### src/rtl/sssv_pkg.sv
// Package for the step-sequenced synth voice.
// Holds step count, gains, decay factors, note frequency and sine tables.
// No dependencies.
`timescale 1ns / 1ps
`default_nettype none

package sssv_pkg;

    localparam int STEPS = 8;
    localparam int STEP_W = 3;

    localparam logic [31:0] LPF_COEF  = 32'd6554;
    localparam logic [31:0] BASS_GAIN = 32'd19661;
    localparam logic [31:0] ARP_GAIN  = 32'd13107;
    localparam logic [31:0] KICK_GAIN = 32'd26214;
    localparam logic [31:0] NZ_GAIN   = 32'd13107;
    localparam logic [31:0] BASS_DEC  = 32'd65470;
    localparam logic [31:0] ARP_DEC   = 32'd65208;
    localparam logic [31:0] DRUM_DEC  = 32'd64881;
    localparam logic [31:0] KICK_FREQ = 32'd55 << 16;
    localparam logic [16:0] ENV_FULL  = 17'd65536;
    localparam logic signed [15:0] SQ_AMP = 16'sd9830;

    localparam logic [2:0] REG_BEAT_INC = 3'd0;
    localparam logic [2:0] REG_VOLUME   = 3'd1;
    localparam logic [2:0] REG_BASS     = 3'd2;
    localparam logic [2:0] REG_ARP      = 3'd3;
    localparam logic [2:0] REG_DRUM     = 3'd4;
    localparam logic [2:0] REG_ENABLE   = 3'd5;

    localparam logic [31:0] TOP_OCTAVE [12] = '{
        32'd548668578, 32'd581294109, 32'd615859655, 32'd652480575,
        32'd691279090, 32'd732384684, 32'd775934544, 32'd822074013,
        32'd870957077, 32'd922746880, 32'd977616230, 32'd1035748353
    };

    localparam logic [14:0] QUARTER_SINE [17] = '{
        15'd0, 15'd3212, 15'd6393, 15'd9512, 15'd12539, 15'd15446, 15'd18204,
        15'd20787, 15'd23170, 15'd25329, 15'd27245, 15'd28898, 15'd30273,
        15'd31356, 15'd32137, 15'd32609, 15'd32767
    };

    function automatic logic [31:0] note_freq(input logic [6:0] n);
        logic [3:0] oct;
        logic [6:0] rem;
        oct = 4'd0;
        for (int k = 1; k <= 10; k++)
        begin
            if (n >= 7'(12 * k))
                oct = 4'(k);
        end
        rem = n - 7'(12 * oct);
        return TOP_OCTAVE[rem[3:0]] >> (4'd10 - oct);
    endfunction

    function automatic logic signed [15:0] sine64(input logic [5:0] i);
        logic [4:0] j;
        logic [14:0] q;
        j = {1'b0, i[3:0]};
        if (i[4])
            q = QUARTER_SINE[5'd16 - j];
        else
            q = QUARTER_SINE[j];
        if (i[5])
            return -$signed({1'b0, q});
        return $signed({1'b0, q});
    endfunction

endpackage

`default_nettype wire

### src/rtl/step_sequenced_synth_voice.sv
// Top level of the step-sequenced synth voice: sequencer, digit-serial multiplier.
// Depends on sssv_pkg.
// When enabled, a request runs up to 16 multiplies, each as operand load, eight
// radix-16 digit steps and writeback; a disabled request skips the multiplier.
// One request at a time: s_tready is high only in idle; all ops share one 4-bit digit multiplier.
// Reset: asynchronous active low; FSM, config and voice state cleared, volume 1.0.
`timescale 1ns / 1ps
`default_nettype none

module step_sequenced_synth_voice
    import sssv_pkg::*;
(
    input  wire logic        clk,
    input  wire logic        rst_n,
    input  wire logic        s_tvalid,
    output logic             s_tready,
    input  wire logic [7:0]  s_tdata,     // [6:0] noise_value
    output logic             m_tvalid,
    input  wire logic        m_tready,
    output logic [23:0]      m_tdata,     // [15:0] audio_sample, [16] step_advanced
    input  wire logic        cfg_valid,
    output logic             cfg_ready,
    input  wire logic [2:0]  cfg_index,
    input  wire logic [63:0] cfg_data
);

    typedef enum logic [2:0] {ST_IDLE, ST_PHASE, ST_LOAD, ST_MUL, ST_USE, ST_DONE} state_t;
    typedef enum logic [3:0] {
        OP_BFREQ, OP_LPF, OP_BX, OP_BG, OP_BDEC,
        OP_AFREQ, OP_AX, OP_AG, OP_ADEC,
        OP_KFREQ, OP_KX, OP_KG, OP_NX, OP_NG, OP_DDEC, OP_VOL
    } op_t;

    state_t state_reg, state_next;
    op_t    op_reg, op_next;

    logic [31:0] beat_inc_reg;
    logic [15:0] volume_reg;
    logic [63:0] bass_notes_reg, arp_notes_reg;
    logic [7:0]  drum_pat_reg;
    logic        enable_reg;

    logic [31:0] phase_reg, phase_next;
    logic [STEP_W-1:0] bstep_reg, bstep_next, astep_reg, astep_next, dstep_reg, dstep_next;
    logic [16:0] benv_reg, benv_next, aenv_reg, aenv_next, denv_reg, denv_next;
    logic signed [15:0] mem_reg, mem_next;
    logic signed [15:0] saw_reg, saw_next;
    logic        sq_pos_reg, sq_pos_next;
    logic [5:0]  kidx_reg, kidx_next;
    logic signed [33:0] x_reg, x_next;
    logic signed [19:0] sum_reg, sum_next;
    logic [6:0]  noise_reg, noise_next;
    logic        bass_on_reg, bass_on_next, arp_on_reg, arp_on_next, drum_on_reg, drum_on_next;
    logic        wrap_reg, wrap_next;
    logic [6:0]  bnote_reg, bnote_next, anote_reg, anote_next;
    logic signed [15:0] res_reg, res_next;

    logic signed [33:0] a_reg, a_next;
    logic [31:0] b_reg, b_next;
    logic signed [37:0] hi_reg, hi_next;
    logic [31:0] lo_reg, lo_next;
    logic [2:0]  cnt_reg, cnt_next;

    logic        m_valid_reg, m_valid_next;
    logic [16:0] m_data_reg, m_data_next;

    logic [69:0] prod;
    assign prod = {hi_reg, lo_reg};

    assign s_tready  = (state_reg == ST_IDLE);
    assign cfg_ready = 1'b1;
    assign m_tvalid  = m_valid_reg;
    assign m_tdata   = {7'd0, m_data_reg};

    always_comb
    begin
        logic [32:0] psum;
        logic [STEP_W-1:0] nb, na, nd;
        logic [7:0]  byte_b, byte_a;
        logic [16:0] eb, ea, ed;
        logic        bon, aon, don;
        op_t         drum_start, arp_start;
        logic signed [37:0] t;
        logic signed [18:0] lp;
        logic signed [25:0] vf;
        logic signed [16:0] v;
        logic signed [7:0]  nd8;
        logic signed [15:0] nz;

        state_next = state_reg;   op_next = op_reg;
        phase_next = phase_reg;
        bstep_next = bstep_reg;   astep_next = astep_reg;   dstep_next = dstep_reg;
        benv_next = benv_reg;     aenv_next = aenv_reg;     denv_next = denv_reg;
        mem_next = mem_reg;       saw_next = saw_reg;       sq_pos_next = sq_pos_reg;
        kidx_next = kidx_reg;     x_next = x_reg;           sum_next = sum_reg;
        noise_next = noise_reg;   wrap_next = wrap_reg;     res_next = res_reg;
        bass_on_next = bass_on_reg; arp_on_next = arp_on_reg; drum_on_next = drum_on_reg;
        bnote_next = bnote_reg;   anote_next = anote_reg;
        a_next = a_reg;           b_next = b_reg;
        hi_next = hi_reg;         lo_next = lo_reg;         cnt_next = cnt_reg;
        m_valid_next = m_valid_reg;
        m_data_next = m_data_reg;

        psum = {1'b0, phase_reg} + {1'b0, beat_inc_reg};
        nb = (bstep_reg == STEP_W'(STEPS - 1)) ? '0 : bstep_reg + 1'b1;
        na = (astep_reg == STEP_W'(STEPS - 1)) ? '0 : astep_reg + 1'b1;
        nd = (dstep_reg == STEP_W'(STEPS - 1)) ? '0 : dstep_reg + 1'b1;
        if (!psum[32])
        begin
            nb = bstep_reg; na = astep_reg; nd = dstep_reg;
        end
        byte_b = bass_notes_reg[{nb, 3'b000} +: 8];
        byte_a = arp_notes_reg[{na, 3'b000} +: 8];
        eb = (psum[32] && !byte_b[7]) ? ENV_FULL : benv_reg;
        ea = (psum[32] && !byte_a[7]) ? ENV_FULL : aenv_reg;
        ed = (psum[32] && drum_pat_reg[nd]) ? ENV_FULL : denv_reg;
        bon = !byte_b[7] && (eb != '0);
        aon = !byte_a[7] && (ea != '0);
        don = drum_pat_reg[nd] && (ed != '0);

        drum_start = drum_on_reg ? OP_KFREQ : OP_VOL;
        arp_start  = arp_on_reg ? OP_AFREQ : drum_start;

        t  = hi_reg + a_reg * $signed({1'b0, b_reg[3:0]});
        lp = 19'(mem_reg) + 19'($signed(prod[33:16]));
        vf = $signed(prod[40:15]);
        if (vf > 26'sd32768)
            v = 17'sd32768;
        else if (vf < -26'sd32768)
            v = -17'sd32768;
        else
            v = vf[16:0];
        nd8 = $signed({1'b0, noise_reg}) - 8'sd50;
        nz  = (16'(nd8) <<< 8) + (16'(nd8) <<< 6) + (16'(nd8) <<< 3);

        case (state_reg)
            ST_IDLE:
            begin
                if (s_tvalid)
                begin
                    noise_next = (s_tdata[6:0] > 7'd99) ? 7'd99 : s_tdata[6:0];
                    state_next = ST_PHASE;
                end
            end
            ST_PHASE:
            begin
                if (!enable_reg)
                begin
                    res_next = '0;
                    wrap_next = 1'b0;
                    state_next = ST_DONE;
                end
                else
                begin
                    phase_next = psum[31:0];
                    wrap_next = psum[32];
                    bstep_next = nb; astep_next = na; dstep_next = nd;
                    benv_next = eb; aenv_next = ea; denv_next = ed;
                    bass_on_next = bon; arp_on_next = aon; drum_on_next = don;
                    bnote_next = byte_b[6:0];
                    anote_next = byte_a[6:0];
                    sum_next = '0;
                    op_next = bon ? OP_BFREQ : aon ? OP_AFREQ : don ? OP_KFREQ : OP_VOL;
                    state_next = ST_LOAD;
                end
            end
            ST_LOAD:
            begin
                hi_next = '0;
                lo_next = '0;
                cnt_next = '0;
                state_next = ST_MUL;
                case (op_reg)
                    OP_BFREQ: begin a_next = 34'({2'b00, phase_reg}); b_next = note_freq(bnote_reg); end
                    OP_LPF:   begin a_next = 34'(saw_reg) - 34'(mem_reg); b_next = LPF_COEF; end
                    OP_BX:    begin a_next = 34'(mem_reg); b_next = {15'd0, benv_reg}; end
                    OP_BG:    begin a_next = x_reg; b_next = BASS_GAIN; end
                    OP_BDEC:  begin a_next = 34'({1'b0, benv_reg}); b_next = BASS_DEC; end
                    OP_AFREQ: begin a_next = 34'({2'b00, phase_reg}); b_next = note_freq(anote_reg); end
                    OP_AX:    begin a_next = sq_pos_reg ? 34'(SQ_AMP) : -34'(SQ_AMP);
                                    b_next = {15'd0, aenv_reg}; end
                    OP_AG:    begin a_next = x_reg; b_next = ARP_GAIN; end
                    OP_ADEC:  begin a_next = 34'({1'b0, aenv_reg}); b_next = ARP_DEC; end
                    OP_KFREQ: begin a_next = 34'({2'b00, phase_reg}); b_next = KICK_FREQ; end
                    OP_KX:    begin a_next = 34'(sine64(kidx_reg)); b_next = {15'd0, denv_reg}; end
                    OP_KG:    begin a_next = x_reg; b_next = KICK_GAIN; end
                    OP_NX:    begin a_next = 34'(nz); b_next = {15'd0, denv_reg}; end
                    OP_NG:    begin a_next = x_reg; b_next = NZ_GAIN; end
                    OP_DDEC:  begin a_next = 34'({1'b0, denv_reg}); b_next = DRUM_DEC; end
                    OP_VOL:   begin a_next = 34'(sum_reg); b_next = {16'd0, volume_reg}; end
                    default:  begin a_next = '0; b_next = '0; end
                endcase
            end
            ST_MUL:
            begin
                hi_next = t >>> 4;
                lo_next = {t[3:0], lo_reg[31:4]};
                b_next = b_reg >> 4;
                cnt_next = cnt_reg + 1'b1;
                if (cnt_reg == 3'd7)
                    state_next = ST_USE;
            end
            ST_USE:
            begin
                state_next = ST_LOAD;
                case (op_reg)
                    OP_BFREQ: begin saw_next = $signed(prod[47:32]); op_next = OP_LPF; end
                    OP_LPF:
                    begin
                        if (lp > 19'sd32767)
                            mem_next = 16'sd32767;
                        else if (lp < -19'sd32768)
                            mem_next = -16'sd32768;
                        else
                            mem_next = lp[15:0];
                        op_next = OP_BX;
                    end
                    OP_BX:    begin x_next = $signed(prod[33:0]); op_next = OP_BG; end
                    OP_BG:    begin sum_next = sum_reg + $signed(prod[51:32]); op_next = OP_BDEC; end
                    OP_BDEC:  begin benv_next = prod[32:16]; op_next = arp_start; end
                    OP_AFREQ:
                    begin
                        sq_pos_next = (prod[47:0] != '0) && !prod[47];
                        op_next = OP_AX;
                    end
                    OP_AX:    begin x_next = $signed(prod[33:0]); op_next = OP_AG; end
                    OP_AG:    begin sum_next = sum_reg + $signed(prod[51:32]); op_next = OP_ADEC; end
                    OP_ADEC:  begin aenv_next = prod[32:16]; op_next = drum_start; end
                    OP_KFREQ: begin kidx_next = prod[47:42]; op_next = OP_KX; end
                    OP_KX:    begin x_next = $signed(prod[33:0]); op_next = OP_KG; end
                    OP_KG:    begin sum_next = sum_reg + $signed(prod[51:32]); op_next = OP_NX; end
                    OP_NX:    begin x_next = $signed(prod[33:0]); op_next = OP_NG; end
                    OP_NG:    begin sum_next = sum_reg + $signed(prod[51:32]); op_next = OP_DDEC; end
                    OP_DDEC:  begin denv_next = prod[32:16]; op_next = OP_VOL; end
                    OP_VOL:
                    begin
                        if (v > 17'sd0)
                            res_next = 16'(v - 17'sd1);
                        else if (v < 17'sd0)
                            res_next = 16'(v + 17'sd1);
                        else
                            res_next = '0;
                        state_next = ST_DONE;
                    end
                    default:  state_next = ST_DONE;
                endcase
            end
            ST_DONE:
            begin
                if (!m_valid_reg || m_tready)
                begin
                    m_valid_next = 1'b1;
                    m_data_next = {wrap_reg, res_reg};
                    state_next = ST_IDLE;
                end
            end
            default: state_next = ST_IDLE;
        endcase

        if (m_valid_reg && m_tready && !(state_reg == ST_DONE))
            m_valid_next = 1'b0;
    end

    always_ff @(posedge clk or negedge rst_n)
    begin
        if (!rst_n)
        begin
            state_reg <= ST_IDLE;
            op_reg <= OP_VOL;
            beat_inc_reg <= '0;
            volume_reg <= 16'd32768;
            bass_notes_reg <= '0;
            arp_notes_reg <= '0;
            drum_pat_reg <= '0;
            enable_reg <= 1'b0;
            phase_reg <= '0;
            bstep_reg <= '0; astep_reg <= '0; dstep_reg <= '0;
            benv_reg <= '0;  aenv_reg <= '0;  denv_reg <= '0;
            mem_reg <= '0;
            m_valid_reg <= 1'b0;
        end
        else
        begin
            state_reg <= state_next;
            op_reg <= op_next;
            phase_reg <= phase_next;
            bstep_reg <= bstep_next; astep_reg <= astep_next; dstep_reg <= dstep_next;
            benv_reg <= benv_next;   aenv_reg <= aenv_next;   denv_reg <= denv_next;
            mem_reg <= mem_next;
            m_valid_reg <= m_valid_next;
            if (cfg_valid)
            begin
                case (cfg_index)
                    REG_BEAT_INC: beat_inc_reg <= cfg_data[31:0];
                    REG_VOLUME:   volume_reg <= cfg_data[15:0];
                    REG_BASS:     bass_notes_reg <= cfg_data;
                    REG_ARP:      arp_notes_reg <= cfg_data;
                    REG_DRUM:     drum_pat_reg <= cfg_data[7:0];
                    REG_ENABLE:   enable_reg <= cfg_data[0];
                    default: ;
                endcase
            end
        end
    end

    always_ff @(posedge clk)
    begin
        saw_reg <= saw_next;   sq_pos_reg <= sq_pos_next; kidx_reg <= kidx_next;
        x_reg <= x_next;       sum_reg <= sum_next;       noise_reg <= noise_next;
        wrap_reg <= wrap_next; res_reg <= res_next;
        bass_on_reg <= bass_on_next; arp_on_reg <= arp_on_next; drum_on_reg <= drum_on_next;
        bnote_reg <= bnote_next; anote_reg <= anote_next;
        a_reg <= a_next; b_reg <= b_next; hi_reg <= hi_next; lo_reg <= lo_next;
        cnt_reg <= cnt_next;   m_data_reg <= m_data_next;
    end

    a_env_bound: assert property (@(posedge clk) disable iff (!rst_n)
        benv_reg <= ENV_FULL && aenv_reg <= ENV_FULL && denv_reg <= ENV_FULL)
        else $error("envelope above full scale");

    a_one_request: assert property (@(posedge clk) disable iff (!rst_n)
        (s_tvalid && s_tready) |=> (state_reg == ST_PHASE))
        else $error("accepted request not started");

    a_mul_len: assert property (@(posedge clk) disable iff (!rst_n)
        (state_reg == ST_LOAD) |=> (state_reg == ST_MUL && cnt_reg == 3'd0))
        else $error("multiplier not started from digit zero");

    a_idle_silent: assert property (@(posedge clk) disable iff (!rst_n)
        (state_reg == ST_PHASE && !enable_reg) |=> (res_reg == 16'sd0 && !wrap_reg))
        else $error("disabled request not silent");

endmodule

`default_nettype wire

### config.mk
export PLATFORM = sky130hd
export DESIGN_NAME = step_sequenced_synth_voice
export DESIGN_NICKNAME = d
export VERILOG_FILES = /design/src/rtl/sssv_pkg.sv /design/src/rtl/step_sequenced_synth_voice.sv
export SDC_FILE = /design/constraint.sdc
export NUM_CORES = 2
export LEC_CHECK = 0
export ABC_AREA = 1
export BUFFER_PORTS_ARGS = -buffer_cell sky130_fd_sc_hd__buf_2
export CAP_MARGIN = 20
export CORE_ASPECT_RATIO = 1.5
export CORE_MARGIN = 8
export CORE_UTILIZATION = 58
export CTS_BUF_LIST = sky130_fd_sc_hd__clkbuf_4 sky130_fd_sc_hd__clkbuf_8
export DETAILED_ROUTE_END_ITERATION = 10
export HOLD_SLACK_MARGIN = 0.1
export MAX_ROUTING_LAYER = met4
export PLACE_DENSITY_LB_ADDON = 0.12
export REMOVE_ABC_BUFFERS = 1
export SLEW_MARGIN = 20
export SYNTH_ARGS = -nofsm -noshare
export SYNTH_HDL_FRONTEND = slang
export SYNTH_SLANG_ARGS = --single-unit
### constraint.sdc
create_clock -name clk -period 14.2 [get_ports clk]
set_clock_uncertainty 0.05 [all_clocks]
set_input_delay 0.71 -clock clk [delete_from_list [all_inputs] [get_ports clk]]
set_output_delay 0.71 -clock clk [all_outputs]
set_load 0.02 [all_outputs]
Yosys cells after proc, flatten, opt, wreduce, memory -nomap -nowiden
Memory sizes are Yosys's and may differ from the RTL's.
Cells that the tools add are included.
Widths: inputs -> output; s select.

operators by class
  $add $sub $neg = 20
  $mul = 3
  divide/modulo/power cells = 0
  magnitude comparators = 32
  eq/ne operators = 40
  shift-type cells = 4
  mux-type cells = 96
  bitwise logic cells = 4
  reduce and logical (&&, ||, !) cells = 53

operators by type and width
  kind                count
  $pmux 32 s14        1
  $pmux 34 s11        1
  $mux 17             11
  $mux 16             8
  $mux 32             4
  $pmux 32 s2         2
  $shiftx 64x7->8     2
  $mux 15             7
  $mux 4              26
  $pmux 17 s2         3
  $pmux 38 s2         1
  $ge 7x7->1 const B  10
  $shr 32x4->32       2
  $pmux 4 s15         1
  $reduce_bool 17->1  3
  $reduce_bool 48->1  1
  $ge 7x6->1 const B  6
  $mux 20             2
  $pmux 20 s2         1
  $mux 3              13
  $add 38x38->38      1
  $mul 34x5->38       1
  $mux 34             1
  $add 32x32->33      1
  56 further kinds    143

word-level totals
  bits in registers = 574
  bits in latches = 0
  memory bits (writable) = 0
  bits in read-only memories = 1984
  input bits = 80
  output and inout port bits = 27
  word-level logic and storage cells = 291
  memories = 4

memories
  name             words  bits a word  rd ports  clocked after Yosys merged registers in  wr ports  line            RTL
  (no name shown)  16     32           1         0                                        0         sssv_pkg.sv:53  return TOP_OCTAVE[rem[3:0]] >> (4'd10 - oct);
  (no name shown)  16     32           1         0                                        0         sssv_pkg.sv:53
  (no name shown)  32     15           1         0                                        0         sssv_pkg.sv:63  q = QUARTER_SINE[j];
  (no name shown)  32     15           1         0                                        0         sssv_pkg.sv:61  q = QUARTER_SINE[5'd16 - j];

Depth between registers and ports, before layout
  depth after elaboration = 22
  depth in mapped cells = 31

Least setup slack after synthesis
OpenSTA, ideal clock, no wires.

  path type = reg2reg
  start point = register state_reg[1]
  end point = register hi_reg[27] (data pin)
  library setup time = 0.146 ns
  arrival time = 6.431 ns
  required time = 14.004 ns
  path slack = 7.573 ns
  stages on the path, launching flop included = 9
  path buffers = 2
  cells stage by stage = dfrtp_1 inv_1 nor2_1 nand2_1 inv_1 clkbuf_1 buf_1 o21ai_0 a21oi_1

between the ends
  cells in the longest elaborated chain, start to end = 2
  elaborated cells between the ends (all ways) = 3
  classes of those cells = eq/ne: 2; mux: 1

RTL lines
  element                 line                               RTL
  start, declared         step_sequenced_synth_voice.sv:34   state_t state_reg, state_next;
  start signal, assigned  step_sequenced_synth_voice.sv:284  state_reg <= state_next;
  $eq 3x2->1              step_sequenced_synth_voice.sv:136  case (state_reg)
  $pmux 38 s2 (*)         step_sequenced_synth_voice.sv:136
  end signal, assigned    step_sequenced_synth_voice.sv:313  a_reg <= a_next; b_reg <= b_next; hi_reg <= hi_next; lo_reg <= lo_next;
  end, declared           step_sequenced_synth_voice.sv:60   logic signed [37:0] hi_reg, hi_next;

Every way passes the cells marked *; elsewhere a longest branch is shown, timed or not.
A chain may end at the register's enable or synchronous reset.

Worst setup path after layout
  start point = register anote_reg[2]
  end point = register b_reg[0] (data pin)

between the ends
  cells in the longest elaborated chain, start to end = 22
  elaborated cells between the ends (all ways) = 32
  classes of those cells = add/sub: 2; mul: 1; order compare: 10; shift: 1; mux: 16; bitwise: 1; memory: 1

RTL lines
  element                                     line                               RTL
  start, declared                             step_sequenced_synth_voice.sv:55   logic [6:0] bnote_reg, bnote_next, anote_reg, anote_next;
  start signal, assigned                      step_sequenced_synth_voice.sv:312  bnote_reg <= bnote_next; anote_reg <= anote_next;
  $ge 7x4->1                                  sssv_pkg.sv:49                     if (n >= 7'(12 * k))
  $mux 1                                      sssv_pkg.sv:49
  $mux 4 (9 in a row)                         sssv_pkg.sv:49
  $mux 4                                      step_sequenced_synth_voice.sv:173  case (op_reg)
  $mux 4                                      step_sequenced_synth_voice.sv:136
  $mul 2x4->2                                 sssv_pkg.sv:52                     rem = n - 7'(12 * oct);
  $sub 4x4->4                                 sssv_pkg.sv:52
  $not 4->5 (implied by the code)             sssv_pkg.sv:53
  $mem_v2 16x32                               -
  $mux 32 (implied by the code) (2 in a row)  sssv_pkg.sv:53
  $shr 32x4->32 (*)                           sssv_pkg.sv:53
  $pmux 32 s14 (*)                            step_sequenced_synth_voice.sv:173
  $pmux 32 s2 (*)                             step_sequenced_synth_voice.sv:136
  net b_next[0]                               step_sequenced_synth_voice.sv:59   logic [31:0] b_reg, b_next;
  end signal, assigned                        step_sequenced_synth_voice.sv:313
  end, declared                               step_sequenced_synth_voice.sv:59

Mark *: on every way through the listed nets, which the timed path passes. The rest lies on a longest branch. The select of a mux whose other input is x is not followed.

==> results.md <==
* Total gr overflow at 0
* Drt wl/cell at between 20 and 25 um
* Yosys cell types at between 70 and 80
* Post-CTS Setup Inserts at 0
* Antenna viol nets, final at 0
* Rel. slew slack at 22.06%
* Synth Cell Area at ~0.04 mm^2
* Post_cts resized at 0
* 1st-iter DRT viols at 3490
* Routed length on met1 at a little under 50000 um
* Ys flop type: dfrtp_1
* GRT Util Overall at 34.34%
* Final setup fails at 0
* Number of synthesized register bits at approximately 570
* Unrepaired setup endpoints after global routing: false
* Syn Inst Count at roughly 5200
* Number of max-cap violations at 0
* Commonest non-fill, non-tap cell in the layout: nand2_1
* CP required at roughly 15 ns
* Sink Count at ~570
* Clock buffer count from CTS at 90
* Vias in the first global route at 35865
* # IOs at between 100 and 150
* Overall routed net length at roughly 130000 um
* Worst-path fanout max at 40
* Die height at ~340 um
* Die area at around 0.079 mm^2
* Port Buf Inserts at slightly below 100
* Hold Buf Count CTS at 1
* Min-delay worst type: in2reg
* Starting Density at 58.66%
* Max-slew violations at 0
* Filler instances at between 6000 and 7000
* Uppermost layer routed: met4
* DRC at 0
* Initial antenna violation count at 4
* Met3 wire len at around 8300 um
* Worst skew pair latency at roughly 0.74 ns
* Worst Setup End Kind: register
* Final worst path period share at between 40 and 50%
* Ys async rst share at 52.99%
* Detailed Routing Iterations Pass 1 at 6
* Min Tclk post-route at about 6.2 ns
* Critical path class: reg2reg
* CTS tree: yes
* Vias at ~37000
* Final net count at 5600
* Seq/Total Area, Yosys at 38.38%
* Met2 wire length at approximately 65000 um
* Floorplan Core Area at 0.06910 mm^2
* Dpl hpwl at between 100000 and 150000 um
* GPL Wtd Cong at 1.014
* Clock Path Buffers at 3
* Fmax at around 160 MHz
* Vias per cell at between 5 and 6
* Startpoint Class: register
* Most frequent cells in the layout: nand2_1, inv_1, o21ai_0
* Synthesis-to-finish area growth at 7.665%
* Clk slew on worst S/H paths at roughly 0.06 ns
* CTS H-tree depth at 3
* Post-synth EDFFs at approximately 270
* Area leader, netlist: edfxtp_1
* CTS Root Cell: clkbuf_8
* Largest cells by area after synthesis: edfxtp_1, dfrtp_1, nand2_1
* Slew @ Worst Pin at 1.166 ns
* Sum Neg Setup Slack at 0 ns
* First-pass GRT wire length at 204200 um
* Crit path DAT at ~6.7 ns
* Largest net degree at the start of global routing at approximately 130
* Yosys warnings at 0
* Num rows at approximately 120
* Die width at between 200 and 250 um
* Top cell type's share of synthesized area at 19.78%
* Hold Violations, Final at 0
* Avg Synthesized Cell Area at about 7.8 um^2
* Layout cells sized above 1 at between 8 and 9%
* Status: completed
## critical path: stages (launching register included)
cell and delay [ns]:
edfxtp_1 0.59, inv_2 0.19, nand3_1 0.12, nand2_1 0.21
o21ai_1 0.16, nand3_1 0.08, nand2_1 0.06, a21oi_1 0.06
nand2_1 0.06, buf_4 0.36, inv_1 0.43, ha_1 0.42
buf_4 0.31, xnor2_1 0.13, or2_2 0.28, nand2_1 0.44
clkinv_1 0.43, nor2_1 0.26, nand2_1 0.18, nand3_1 0.16
o21ai_0 0.13, o21ai_0 0.21, nand3_1 0.15, o21ai_1 0.17
nand3_1 0.11, nand2_1 0.18, inv_1 0.05
## logic make-up (layout without fill, tap and decap cells)
family | count (synthesis) | after routing | share of synthesized area (%)
buf+inv | 895 | 990 | 8.606
compound gates | 1153 | 1153 | 16.58
flops | 568 | 568 | 38.38
other cells | 2 | 12 | 0.01853
simple gates | 2162 | 2162 | 22.83
mux | 6 | 6 | 0.1482
xor+xnor | 66 | 66 | 1.426
fa+ha+maj | 322 | 322 | 12.01
## final timing paths
check	endpoint	from	cells after the start	slack (ns)
setup / recovery	b_reg[0]	anote_reg[2]	26	7.95
hold / removal	noise_reg[5]	s_tdata[5]	1	0.14
setup reg to reg	b_reg[0]	anote_reg[2]	26	7.95
hold reg to reg	m_data_reg[10]	res_reg[10]	0	0.37
max in group asynchronous	volume_reg[9]	rst_n	4	11.48
min in group asynchronous	arp_notes_reg[47]	rst_n	2	0.53
## cell usage after synthesis, types with 30 or more instances
master    count
nand2_1    1166
inv_1       647
o21ai_0     507
nor2_1      465
nand3_1     313
dfrtp_1     296
edfxtp_1    267
a21oi_1     240
ha_1        210
clkbuf_1    172
fa_1        112
a31oi_1      99
o22ai_1      40
xor2_1       39
nand4_1      38
a22oi_1      33
o211ai_1     33
or2_2        33
nor3_1       30
## metrics by stage
stage / instances / setup WS [ns] / area (um^2) / util [%] / hold slack (ns)
floorplan: 4963 / 4.790 / 39620 / - / 0.3503
global placement: 6005 / 8.010 / 41690 / 60.33 / 0.3525
detailed placement: 6005 / 8.078 / 41690 / 60.33 / 0.3545
CTS: 6175 / 8.046 / 43620 / 63.14 / 0.1094
global route: 6178 / 7.485 / 43640 / 63.16 / 0.1285
finish: 6179 / 7.950 / 43640 / 63.16 / 0.1391
## layer usage
layer | vias to the layer above | GRT usage (%)
li1 | 17423 | -
met4 | 0 | 24.12
met5 | - | -
met1 | 17340 | 37.45
met2 | 1558 | 57.21
met3 | 495 | 4.818
## area by class of cell
class	count	area, um^2	area share [%]
flip-flops and latches	568	15560	35.65
clock buffers	125	1545	3.541
well taps	900	1126	2.580
inverters	678	2550	5.843
multi-input cells	3717	21630	49.55
repair buffers	143	847.1	1.941
diodes	4	10.01	0.02294
clock inverters	44	380.4	0.8716
Power is not shown: default switching activity piles up to over one toggle a cycle in this logic, so the estimate is an artifact.
